==> src/hdl/btbc_pkg.sv <==
`default_nettype none

package btbc_pkg;

  // Field and register widths
  localparam int unsigned CmdW     = 3;
  localparam int unsigned MsW      = 16;
  localparam int unsigned GoalW    = 8;
  localparam int unsigned BlinkW   = GoalW + 1;
  localparam int unsigned ModeW    = 3;
  localparam int unsigned CfgAddrW = 2;
  localparam int unsigned CfgDataW = 16;
  localparam int unsigned InDataW  = 24;
  localparam int unsigned OutDataW = 8;

  // Register reset values
  localparam logic [MsW-1:0]   DefaultOnReset  = MsW'(5 * 1000);
  localparam logic [MsW-1:0]   BlinkPauseReset = MsW'(500);
  localparam logic [GoalW-1:0] BlinkGoalReset  = GoalW'(4);

  // Register indexes
  localparam logic [CfgAddrW-1:0] REG_DEFAULT_ON  = 2'd0;
  localparam logic [CfgAddrW-1:0] REG_BLINK_PAUSE = 2'd1;
  localparam logic [CfgAddrW-1:0] REG_BLINK_GOAL  = 2'd2;

  // Command codes
  localparam logic [CmdW-1:0] CMD_TICK       = 3'd0;
  localparam logic [CmdW-1:0] CMD_EN_DEFAULT = 3'd1;
  localparam logic [CmdW-1:0] CMD_EN_CUSTOM  = 3'd2;
  localparam logic [CmdW-1:0] CMD_BLINK_OFF  = 3'd3;
  localparam logic [CmdW-1:0] CMD_BLINK_ON   = 3'd4;

  // Mode codes as reported on the result stream
  localparam logic [ModeW-1:0] MCODE_OFF      = 3'd0;
  localparam logic [ModeW-1:0] MCODE_ON       = 3'd1;
  localparam logic [ModeW-1:0] MCODE_BLINK    = 3'd2;
  localparam logic [ModeW-1:0] MCODE_PEND_ON  = 3'd3;
  localparam logic [ModeW-1:0] MCODE_PEND_OFF = 3'd4;

  typedef enum logic [4:0] {
    MODE_OFF      = 5'b00001,
    MODE_ON       = 5'b00010,
    MODE_BLINK    = 5'b00100,
    MODE_PEND_ON  = 5'b01000,
    MODE_PEND_OFF = 5'b10000
  } mode_t;

  function automatic logic [ModeW-1:0] mode_code(input mode_t m);
    logic [ModeW-1:0] c;
    c = MCODE_OFF;
    unique case (m)
      MODE_OFF:      c = MCODE_OFF;
      MODE_ON:       c = MCODE_ON;
      MODE_BLINK:    c = MCODE_BLINK;
      MODE_PEND_ON:  c = MCODE_PEND_ON;
      MODE_PEND_OFF: c = MCODE_PEND_OFF;
      default:       c = MCODE_OFF;
    endcase
    return c;
  endfunction

endpackage

`default_nettype wire

==> src/hdl/backlight_timeout_blink_controller.sv <==
`default_nettype none

// Channel  | Direction | Handshake                    | Payload
// ---------+-----------+------------------------------+---------------------------------
// in_      | slave     | in_tvalid / in_tready        | in_tdata: cmd, custom_ms
// out_     | master    | out_tvalid / out_tready      | out_tdata: light_on, mode
// cfg_     | write     | cfg_we                       | cfg_addr, cfg_wdata
//
// The controller state is updated at the edge that accepts the beat, and the
// result beat is registered at the same edge, into the skid register if out_
// is stalled. Sustained rate is one beat per cycle while out_tready stays high.
// A two-entry output (result register plus skid register) lets one further
// beat in while a result is stalled; in_tready drops only when both are full.
// rst_n is synchronous: the light goes dark, the mode goes off and the
// registers return to 5000 ms on time, 500 ms blink pause and a goal of four.

module backlight_timeout_blink_controller (
  input  wire logic                               clk,
  input  wire logic                               rst_n,
  // Input beat
  input  wire logic                               in_tvalid,
  output      logic                               in_tready,
  // [2:0] cmd, [18:3] custom_ms, [23:19] zero
  input  wire logic [btbc_pkg::InDataW-1:0]       in_tdata,
  // Result beat
  output      logic                               out_tvalid,
  input  wire logic                               out_tready,
  // [0] light_on, [3:1] mode, [7:4] zero
  output      logic [btbc_pkg::OutDataW-1:0]      out_tdata,
  // Configuration writes
  input  wire logic                               cfg_we,
  input  wire logic [btbc_pkg::CfgAddrW-1:0]      cfg_addr,
  input  wire logic [btbc_pkg::CfgDataW-1:0]      cfg_wdata
);

  import btbc_pkg::*;

  // Configuration registers
  logic [MsW-1:0]   default_on_r;
  logic [MsW-1:0]   blink_pause_r;
  logic [GoalW-1:0] blink_goal_r;

  // Controller state
  mode_t             mode_r, mode_nxt;
  logic [MsW-1:0]    remaining_r, remaining_nxt;
  logic [MsW-1:0]    on_time_r, on_time_nxt;
  logic [BlinkW-1:0] blinks_r, blinks_nxt;
  logic              phase_r, phase_nxt;
  logic              stay_r, stay_nxt;
  logic              light_r, light_nxt;

  // Output register and skid register
  logic                out_valid_r;
  logic [ModeW:0]      out_data_r;
  logic                skid_valid_r;
  logic [ModeW:0]      skid_data_r;
  logic [ModeW:0]      result;

  logic            in_accept;
  logic [CmdW-1:0] cmd;
  logic [MsW-1:0]  duration;
  logic [MsW-1:0]  rem_dec;

  assign cmd      = in_tdata[CmdW-1:0];
  assign duration = in_tdata[CmdW+MsW-1:CmdW];

  assign in_tready = !skid_valid_r;
  assign in_accept = in_tvalid && in_tready;

  always_ff @(posedge clk) begin
    if (!rst_n) begin
      default_on_r  <= DefaultOnReset;
      blink_pause_r <= BlinkPauseReset;
      blink_goal_r  <= BlinkGoalReset;
    end else if (cfg_we) begin
      unique case (cfg_addr)
        REG_DEFAULT_ON:  default_on_r  <= cfg_wdata[MsW-1:0];
        REG_BLINK_PAUSE: blink_pause_r <= cfg_wdata[MsW-1:0];
        REG_BLINK_GOAL:  blink_goal_r  <= cfg_wdata[GoalW-1:0];
        default: ;
      endcase
    end
  end

  assign rem_dec = (remaining_r != '0) ? remaining_r - MsW'(1) : '0;

  // Next state. A blink toggle is written out once and shared by a running blink
  // and a fresh start, where the count and the phase begin from zero.
  always_comb begin
    logic [BlinkW-1:0] nb;
    logic              base_phase;
    logic              base_stay;
    logic              do_toggle;

    mode_nxt      = mode_r;
    remaining_nxt = remaining_r;
    on_time_nxt   = on_time_r;
    blinks_nxt    = blinks_r;
    phase_nxt     = phase_r;
    stay_nxt      = stay_r;
    light_nxt     = light_r;
    nb            = blinks_r + BlinkW'(1);
    base_phase    = phase_r;
    base_stay     = stay_r;
    do_toggle     = 1'b0;

    case (cmd) inside
      CMD_TICK: begin
        if (mode_r != MODE_OFF) begin
          remaining_nxt = rem_dec;
          if (rem_dec == '0) begin
            unique case (mode_r)
              MODE_PEND_ON: begin
                mode_nxt      = MODE_ON;
                remaining_nxt = on_time_r;
                light_nxt     = 1'b1;
              end
              MODE_BLINK: do_toggle = 1'b1;
              default: begin
                // Timed period over or pending off: go dark.
                mode_nxt      = MODE_OFF;
                remaining_nxt = '0;
                on_time_nxt   = default_on_r;
                blinks_nxt    = '0;
                phase_nxt     = 1'b0;
                stay_nxt      = 1'b0;
                light_nxt     = 1'b0;
              end
            endcase
          end
        end
      end
      CMD_EN_DEFAULT, CMD_EN_CUSTOM: begin
        on_time_nxt   = (cmd == CMD_EN_CUSTOM) ? duration : default_on_r;
        remaining_nxt = on_time_nxt;
        mode_nxt      = MODE_ON;
        light_nxt     = 1'b1;
      end
      CMD_BLINK_OFF, CMD_BLINK_ON: begin
        nb         = BlinkW'(1);
        base_phase = 1'b0;
        base_stay  = (cmd == CMD_BLINK_ON);
        stay_nxt   = base_stay;
        mode_nxt   = MODE_BLINK;
        do_toggle  = 1'b1;
      end
      default: ;
    endcase

    if (do_toggle) begin
      blinks_nxt    = nb;
      remaining_nxt = blink_pause_r;
      if (nb > {1'b0, blink_goal_r}) begin
        if (base_stay) begin
          on_time_nxt = default_on_r;
          mode_nxt    = MODE_PEND_ON;
        end else begin
          mode_nxt    = MODE_PEND_OFF;
        end
      end
      phase_nxt = !base_phase;
      light_nxt = !base_phase;
    end
  end

  assign result = {mode_code(mode_nxt), light_nxt};

  always_ff @(posedge clk) begin
    if (!rst_n) begin
      mode_r      <= MODE_OFF;
      remaining_r <= '0;
      on_time_r   <= '0;
      blinks_r    <= '0;
      phase_r     <= 1'b0;
      stay_r      <= 1'b0;
      light_r     <= 1'b0;
    end else if (in_accept) begin
      mode_r      <= mode_nxt;
      remaining_r <= remaining_nxt;
      on_time_r   <= on_time_nxt;
      blinks_r    <= blinks_nxt;
      phase_r     <= phase_nxt;
      stay_r      <= stay_nxt;
      light_r     <= light_nxt;
    end
  end

  // Result register with skid: a beat accepted while the result register is
  // stalled parks in the skid register and moves up once the stall clears.
  always_ff @(posedge clk) begin
    if (!rst_n) begin
      out_valid_r  <= 1'b0;
      skid_valid_r <= 1'b0;
    end else if (out_valid_r && !out_tready) begin
      if (in_accept) begin
        skid_valid_r <= 1'b1;
      end
    end else if (skid_valid_r) begin
      out_valid_r  <= 1'b1;
      skid_valid_r <= 1'b0;
    end else begin
      out_valid_r <= in_accept;
    end
  end

  always_ff @(posedge clk) begin
    if (out_valid_r && !out_tready) begin
      if (in_accept) begin
        skid_data_r <= result;
      end
    end else if (skid_valid_r) begin
      out_data_r <= skid_data_r;
    end else if (in_accept) begin
      out_data_r <= result;
    end
  end

  assign out_tvalid = out_valid_r;
  assign out_tdata  = {(OutDataW - ModeW - 1)'(0), out_data_r};

  // The skid register only ever holds a beat behind the result register.
  a_skid_behind_out: assert property (@(posedge clk) disable iff (!rst_n)
    skid_valid_r |-> out_valid_r)
    else $error("skid register full while result register empty");

  // A beat taken during an output stall must land in the skid register.
  a_stall_fills_skid: assert property (@(posedge clk) disable iff (!rst_n)
    (out_valid_r && !out_tready && in_accept) |=> skid_valid_r)
    else $error("beat accepted during stall was lost");

  // A timed on period always drives the light; off always leaves it dark.
  a_on_is_lit: assert property (@(posedge clk) disable iff (!rst_n)
    (mode_r == MODE_ON) |-> light_r)
    else $error("light dark in timed on mode");

  a_off_is_dark: assert property (@(posedge clk) disable iff (!rst_n)
    (mode_r == MODE_OFF) |-> (!light_r && remaining_r == '0))
    else $error("light lit or timer running in off mode");

endmodule

`default_nettype wire
==> config.mk <==
export PLATFORM = sky130hd
export DESIGN_NAME = backlight_timeout_blink_controller
export DESIGN_NICKNAME = d
export VERILOG_FILES = /design/src/hdl/btbc_pkg.sv /design/src/hdl/backlight_timeout_blink_controller.sv
export SDC_FILE = /design/constraint.sdc
export NUM_CORES = 1
export LEC_CHECK = 0
export ABC_AREA = 1
export BUFFER_PORTS_ARGS = -buffer_cell sky130_fd_sc_hd__buf_4
export CORE_MARGIN = 2
export CORE_UTILIZATION = 45
export CTS_BUF_LIST = sky130_fd_sc_hd__clkbuf_8
export DETAILED_ROUTE_END_ITERATION = 7
export PLACE_DENSITY = 0.72
export REMOVE_ABC_BUFFERS = 1
export SLEW_MARGIN = 20
export SYNTH_ARGS = -nofsm -noshare
export SYNTH_HDL_FRONTEND = slang
export SYNTH_SLANG_ARGS = --single-unit
==> constraint.sdc <==
create_clock -name clk -period 7.4 [get_ports clk]
set_input_delay 0 -clock clk [delete_from_list [all_inputs] [get_ports clk]]
set_output_delay 0 -clock clk [all_outputs]
set_load 0.02 [all_outputs]
Word-level counts from Yosys, hierarchy flattened

Cells that the tools add are included.
W data, S select, Z words.

Equal/unequal tests: 18
Reduce and logical (&&, ||, !) cells: 26
Magnitude comparators: 1
Bitwise logic cells: 1
Muxes and demuxes: 61
Add/subtract/negate cells: 2

Operators with widths:

| operator                | count |
|---|---|
| $mux W16                | 15 |
| $mux W9                 | 8 |
| $mux W5                 | 8 |
| $pmux W16 S2            | 1 |
| $mux W1                 | 24 |
| $logic_not A16 Y1       | 1 |
| $reduce_bool A16 Y1     | 1 |
| $sub A16 B1 Y16 const B | 1 |
| $pmux W3 S4             | 1 |
| $reduce_and A2 Y1       | 6 |
| $eq A5 B3 Y1 const B    | 2 |
| $eq A5 B4 Y1 const B    | 2 |
| $pmux W5 S2             | 1 |
| $add A9 B1 Y9 const B   | 1 |
| $gt A9 B8 Y1            | 1 |
| $mux W4                 | 2 |
| $reduce_bool A2 Y1      | 4 |
| $eq A3 B2 Y1 const B    | 2 |
| $ne A2 B1 Y1 const B    | 3 |
| $reduce_or A2 Y1        | 3 |
| $eq A5 B2 Y1 const B    | 1 |
| $eq A5 B5 Y1 const B    | 1 |
| $ne A5 B1 Y1 const B    | 1 |
| $reduce_and A5 Y1       | 1 |
| 15 further kinds        | 18 |

Input bits: 47
Register bits after elaboration: 99

Logic depth before layout (Yosys ltp)

Depth after elaboration: 12
Mapped depth: 21
Depth with buffers taken out: 21

Worst setup path after synthesis

OpenSTA, ideal clock, no wires.

Path type: register to register
Start: register blinks_r[0]
End: register on_time_r[10]
Required time: 7280 ps
Library setup time: 120 ps
Path buffers: 2
Clock period less this slack: 2707 ps
Data arrival time: 2587 ps
Stages on the path, launching flop included: 19
Setup slack: 4693 ps
Cells stage by stage: dfxtp_1 > ha_1 > nand2_1 > nor2_1 > inv_1 > o21ai_0 > a21oi_1 > ha_1 > nand2_1 > o21ai_0 > nor2_1 > o21ai_0 > a21oi_1 > o21ai_0 > nand3_2 > buf_2 > buf_2 > a21oi_1 > a21oi_1

Longest elaborated chain between the ends: 7

RTL lines:

| item                     | line                                      | source |
|---|---|---|
| start: declaration       | backlight_timeout_blink_controller.sv:47  | `logic [BlinkW-1:0] blinks_r, blinks_nxt;` |
| start signal: assignment | backlight_timeout_blink_controller.sv:181 | `blinks_r <= blinks_nxt;` |
| $add A9 B1 Y9 (*)        | backlight_timeout_blink_controller.sv:102 | `nb = blinks_r + BlinkW'(1);` |
| $mux W9 (2 in a row)     | backlight_timeout_blink_controller.sv:107 | `case (cmd) inside` |
| $mux W9 (*)              | backlight_timeout_blink_controller.sv:107 |  |
| $gt A9 B8 Y1 (*)         | backlight_timeout_blink_controller.sv:153 | `if (nb > {1'b0, blink_goal_r}) begin` |
| $mux W16 (*)             | backlight_timeout_blink_controller.sv:153 |  |
| $mux W16 (*)             | backlight_timeout_blink_controller.sv:150 | `if (do_toggle) begin` |
| end signal: assignment   | backlight_timeout_blink_controller.sv:180 | `on_time_r <= on_time_nxt;` |
| end: declaration         | backlight_timeout_blink_controller.sv:46  | `logic [MsW-1:0] on_time_r, on_time_nxt;` |

Mark *: on every way between the ends. The rest lies on a longest branch, timed or not.
A chain may end at the register's enable or synchronous reset.

Worst setup path in the final report

Start: register remaining_r[0]
End: register on_time_r[9]

Longest elaborated chain between the ends: 9
Elaborated cells between the ends (all ways): 13
Classes of those cells: add/sub (1); mux (10); reduce/logical (2)

RTL lines:

| item                                                          | line                                      | source |
|---|---|---|
| start: declaration                                            | backlight_timeout_blink_controller.sv:45  | `logic [MsW-1:0] remaining_r, remaining_nxt;` |
| start signal: assignment                                      | backlight_timeout_blink_controller.sv:179 | `remaining_r <= remaining_nxt;` |
| $sub A16 B1 Y16 / $reduce_bool A16 Y1 (equally long branches) | backlight_timeout_blink_controller.sv:85  | `assign rem_dec = (remaining_r != '0) ? remaining_r - MsW'(1) : '0;` |
| $mux W16 (*)                                                  | backlight_timeout_blink_controller.sv:85  |  |
| $logic_not A16 Y1 (*)                                         | backlight_timeout_blink_controller.sv:111 | `if (rem_dec == '0) begin` |
| $mux W16                                                      | backlight_timeout_blink_controller.sv:111 |  |
| $mux W16                                                      | backlight_timeout_blink_controller.sv:109 | `if (mode_r != MODE_OFF) begin` |
| $mux W16                                                      | backlight_timeout_blink_controller.sv:107 |  |
| $mux W16                                                      | backlight_timeout_blink_controller.sv:154 | `if (base_stay) begin` |
| $mux W16                                                      | backlight_timeout_blink_controller.sv:153 |  |
| $mux W16 (*)                                                  | backlight_timeout_blink_controller.sv:150 |  |

Marks and branches as above.

==> results.ini <==
[power_and_ir_drop]
vdd_drop_max_mv=0.129
powerDensity_mw_per_mm2=195
p_leak_nw=2.97

[job]
drv_cap=0

[critical_path]
cp_max_fo=30
slowest_stage=nand3_2
path_class=reg -> reg
critical-path-top-delay-family=simple AND/OR/NAND/NOR gates
worstPathRequired_ns=7.74
worstPathArrival_ns=4.14
startpoint_type=flop
r2r_start=remaining_r[0]
regToRegEndpoint=on_time_r[9]
path_cells=inv_1 > ha_1 > nand2_1 > nor2_2 > nand3_1 > nand3_1 > nand2_1 > nor2_4 > nand4_2 > nand2_2 > nand3_2 > nand2_2 > a21oi_1 > a21oi_1
crit_path_end_kind=flop
r2r_slack_ns=3.60
crit_buf_inv=1
slowest_delay_ns=0.57
reg2regPathDepth=14

[cts]
cts_tree=built
cts_root_buffer=clkbuf_8
clockBufferDepth=2
clk_latency_ns=0.40
cts_max_level=3
numCtsBuffers=9
cts.clk_slew.worst_paths_ns=0.10
cts.sinks=99
cts_resized=0

[worst_hold_path]
hold_path.startpoint=in_tdata[1]
min_to=stay_r
whs_path_depth=4
min_path_type=in -> reg

[placement]
io_buffer_count=47
place_congestion=0.872
dpl.hpwl_microns=11500

[global_route]
first_global_vias=5721
grt_max_degree=68
track_usage_pct=24.4
grt_first_pass_wirelength_microns=28000
antenna_found_initial=0
grt_overflow_total=0

[sta]
fin_tns_setup_ns=0
hold_viol=0
finalCriticalPeriod_ns=3.80
report.final.slew_viol_count=0
finalHoldWorstSlack_ns=0.0140
min_period_over_period_pct=51.4
finalSetupViolCount=0
rsz0062_at_grt=no
max_freq_mhz=263
relSlewSlack_pct=34.1
tightest_slew_ns=0.986
skew_ns=0.0152

[layout]
fin_nets=1016
n_antenna_cell=0
drive_gt1_share_pct=12.6
area_growth_pct=14.0

[logic_synthesis]
synth_mux_area_share_pct=2.61
avgSynthCellArea_sq_um=6.59
yosysUniqueCellTypes=36
yosys_warnings=0
synth-seq-cells=99
synthAdderAreaFrac_pct=2.28
ys_seq_area_share_pct=34.2
synth_simple_gate_area_share_pct=29.4
synth_top_family_by_area=simple AND/OR/NAND/NOR gates
synth_compound_area_share_pct=21.7
syn-cell-area_sq_mm=0.00603
syn_inst=915
synth_xor_area_share_pct=0.145

[route]
drcViolationCount=0
antenna_left=0
avgRoutedWirePerCell_microns=14.6
vias=6033
drt_iter0_drc=425
vias_per_cell=5.30
drt-total-wl_microns=16600
drtPass1Iterations=7

[die]
die_h_microns=120
start_util_pct=45.9
ios=57
dieArea_sq_mm=0.0143
rows=42
coreArea_sq_mm=0.0131
die_w_microns=120

[status]
status=finished, final reports clean

## area by class of cell
class	instances	area (sq um)
fill	1365	6260
multi-input combinational	678	3410
sequential	99	2060
timing repair buffer	72	596
inverter	98	369
tap	176	220
clock buffer	10	138
clock inverter	6	81.3
## synthesized netlist by cell type (all sizes together)
cell type / instances / area (sq um)
nand2: 219 / 855
a21oi: 116 / 581
nor2: 110 / 483
o21ai: 106 / 531
inv: 94 / 353
dfxtp: 91 / 1820
nand3: 52 / 318
clkbuf: 29 / 109
o211ai: 20 / 150
buf: 14 / 97.6
mux2: 14 / 158
ha: 11 / 138
edfxtp: 8 / 240
nand4: 8 / 56.3
nor3: 6 / 35.0
clkinv: 4 / 16.3
o21bai: 4 / 30.0
a31oi: 2 / 12.5
nand3b: 2 / 15.0
nor4: 2 / 12.5
conb: 1 / 3.75
o22ai: 1 / 6.26
xor2: 1 / 8.76
## metal layers
metal	GRT usage [%]	share of wire, %	routed length, microns	up-vias
li1	-	-	-	3097
met1	30.8	44	7360	2729
met2	40.3	46	7730	171
met3	4.99	5.6	927	36
met4	10.8	3.8	627	0
met5	0	0	0	-
## how the worst max path moves through the flow
stage                   startpoint             to  depth (start not counted)
floorplan              blinks_r[0]  out_data_r[2]                         20
global placement       in_tdata[1]   on_time_r[7]                         18
detailed placement     in_tdata[1]  out_data_r[1]                         21
CTS                 remaining_r[0]   on_time_r[1]                         14
global route        remaining_r[0]   on_time_r[7]                         14
finish              remaining_r[0]   on_time_r[9]                         14
## what timing repair did
item,CTS,global route
hold endpoints to repair,42,0
hold buffers,22,0
setup buffers,0,0
## state kept, by name, summed over array words and instances (netlist names)
name,count
blinks_r,9
blink_goal_r,8
stay_r,1
on_time_r,16
light_r,1
out_data_r,4
phase_r,1
skid_valid_r,1
out_tvalid,1
remaining_r,16
mode_r,5
skid_data_r,4
default_on_r,16
blink_pause_r,16
## tightest hold or removal path: stages
cell     delay, ns
buf_4         0.10
a31oi_1       0.07
o21ai_0       0.16
a21oi_1       0.05
## power breakdown
group | switching, W | internal [W] | leakage [nW] | total (W)
clock network | 0.000202 | 0.000198 | 0.119 | 0.000400
registers | 0.0000225 | 0.000572 | 0.823 | 0.000595
logic | 0.000225 | 0.000118 | 2.03 | 0.000343
total | 0.000449 | 0.000888 | 2.97 | 0.00134
## per-stage QoR
step | area [sq um] | instances | utilization (%) | power, W | setup WS (ns)
6_report | 6870 | 1139 | 52.3 | 0.00134 | 3.60
5_1_grt | 6870 | 1139 | 52.3 | 0.00141 | 3.21
4_1_cts | 6870 | 1139 | 52.3 | 0.00134 | 3.67
3_5_place_dp | 6430 | 1101 | 49.0 | 0.000935 | 3.49
3_3_place_gp | 6430 | 1101 | 49.0 | 0.000931 | 3.53
2_1_floorplan | 5830 | 875 | - | 0.000836 | 4.43
## cell families (layout without fill, tap and decap cells)
family / count (synthesis) / count (layout)
adders and majority gates: 11 / 11
AOI/OAI and AO/OA: 249 / 249
buffers and inverters: 141 / 186
xor gates and xnor gates: 1 / 1
muxes: 14 / 14
other: 1 / 4
DFF: 99 / 99
and+or+nand+nor: 399 / 399
## cells in the final DEF (no fill, tap or decap), types with 3 or more instances in the layout
cell type | synthesis | layout
buf_4 | 6 | 50
a21oi_1 | 116 | 116
nor2_2 | 7 | 7
ha_1 | 11 | 11
nor2_4 | 7 | 7
mux2_2 | 14 | 14
dlygate4sd3_1 | 0 | 22
nand4_1 | 7 | 7
nand3_2 | 9 | 9
o21bai_1 | 4 | 4
o211ai_1 | 20 | 20
nor2_1 | 96 | 96
clkbuf_8 | 0 | 10
nand3_1 | 42 | 42
inv_2 | 6 | 6
nand2_1 | 210 | 210
dfxtp_1 | 91 | 91
edfxtp_1 | 8 | 8
nand2_2 | 7 | 7
clkinv_1 | 3 | 3
conb_1 | 1 | 4
o21ai_1 | 11 | 11
o21ai_0 | 95 | 95
nor3_1 | 5 | 4
inv_1 | 88 | 90
No activity file was read; power rests on OpenSTA's default activity.
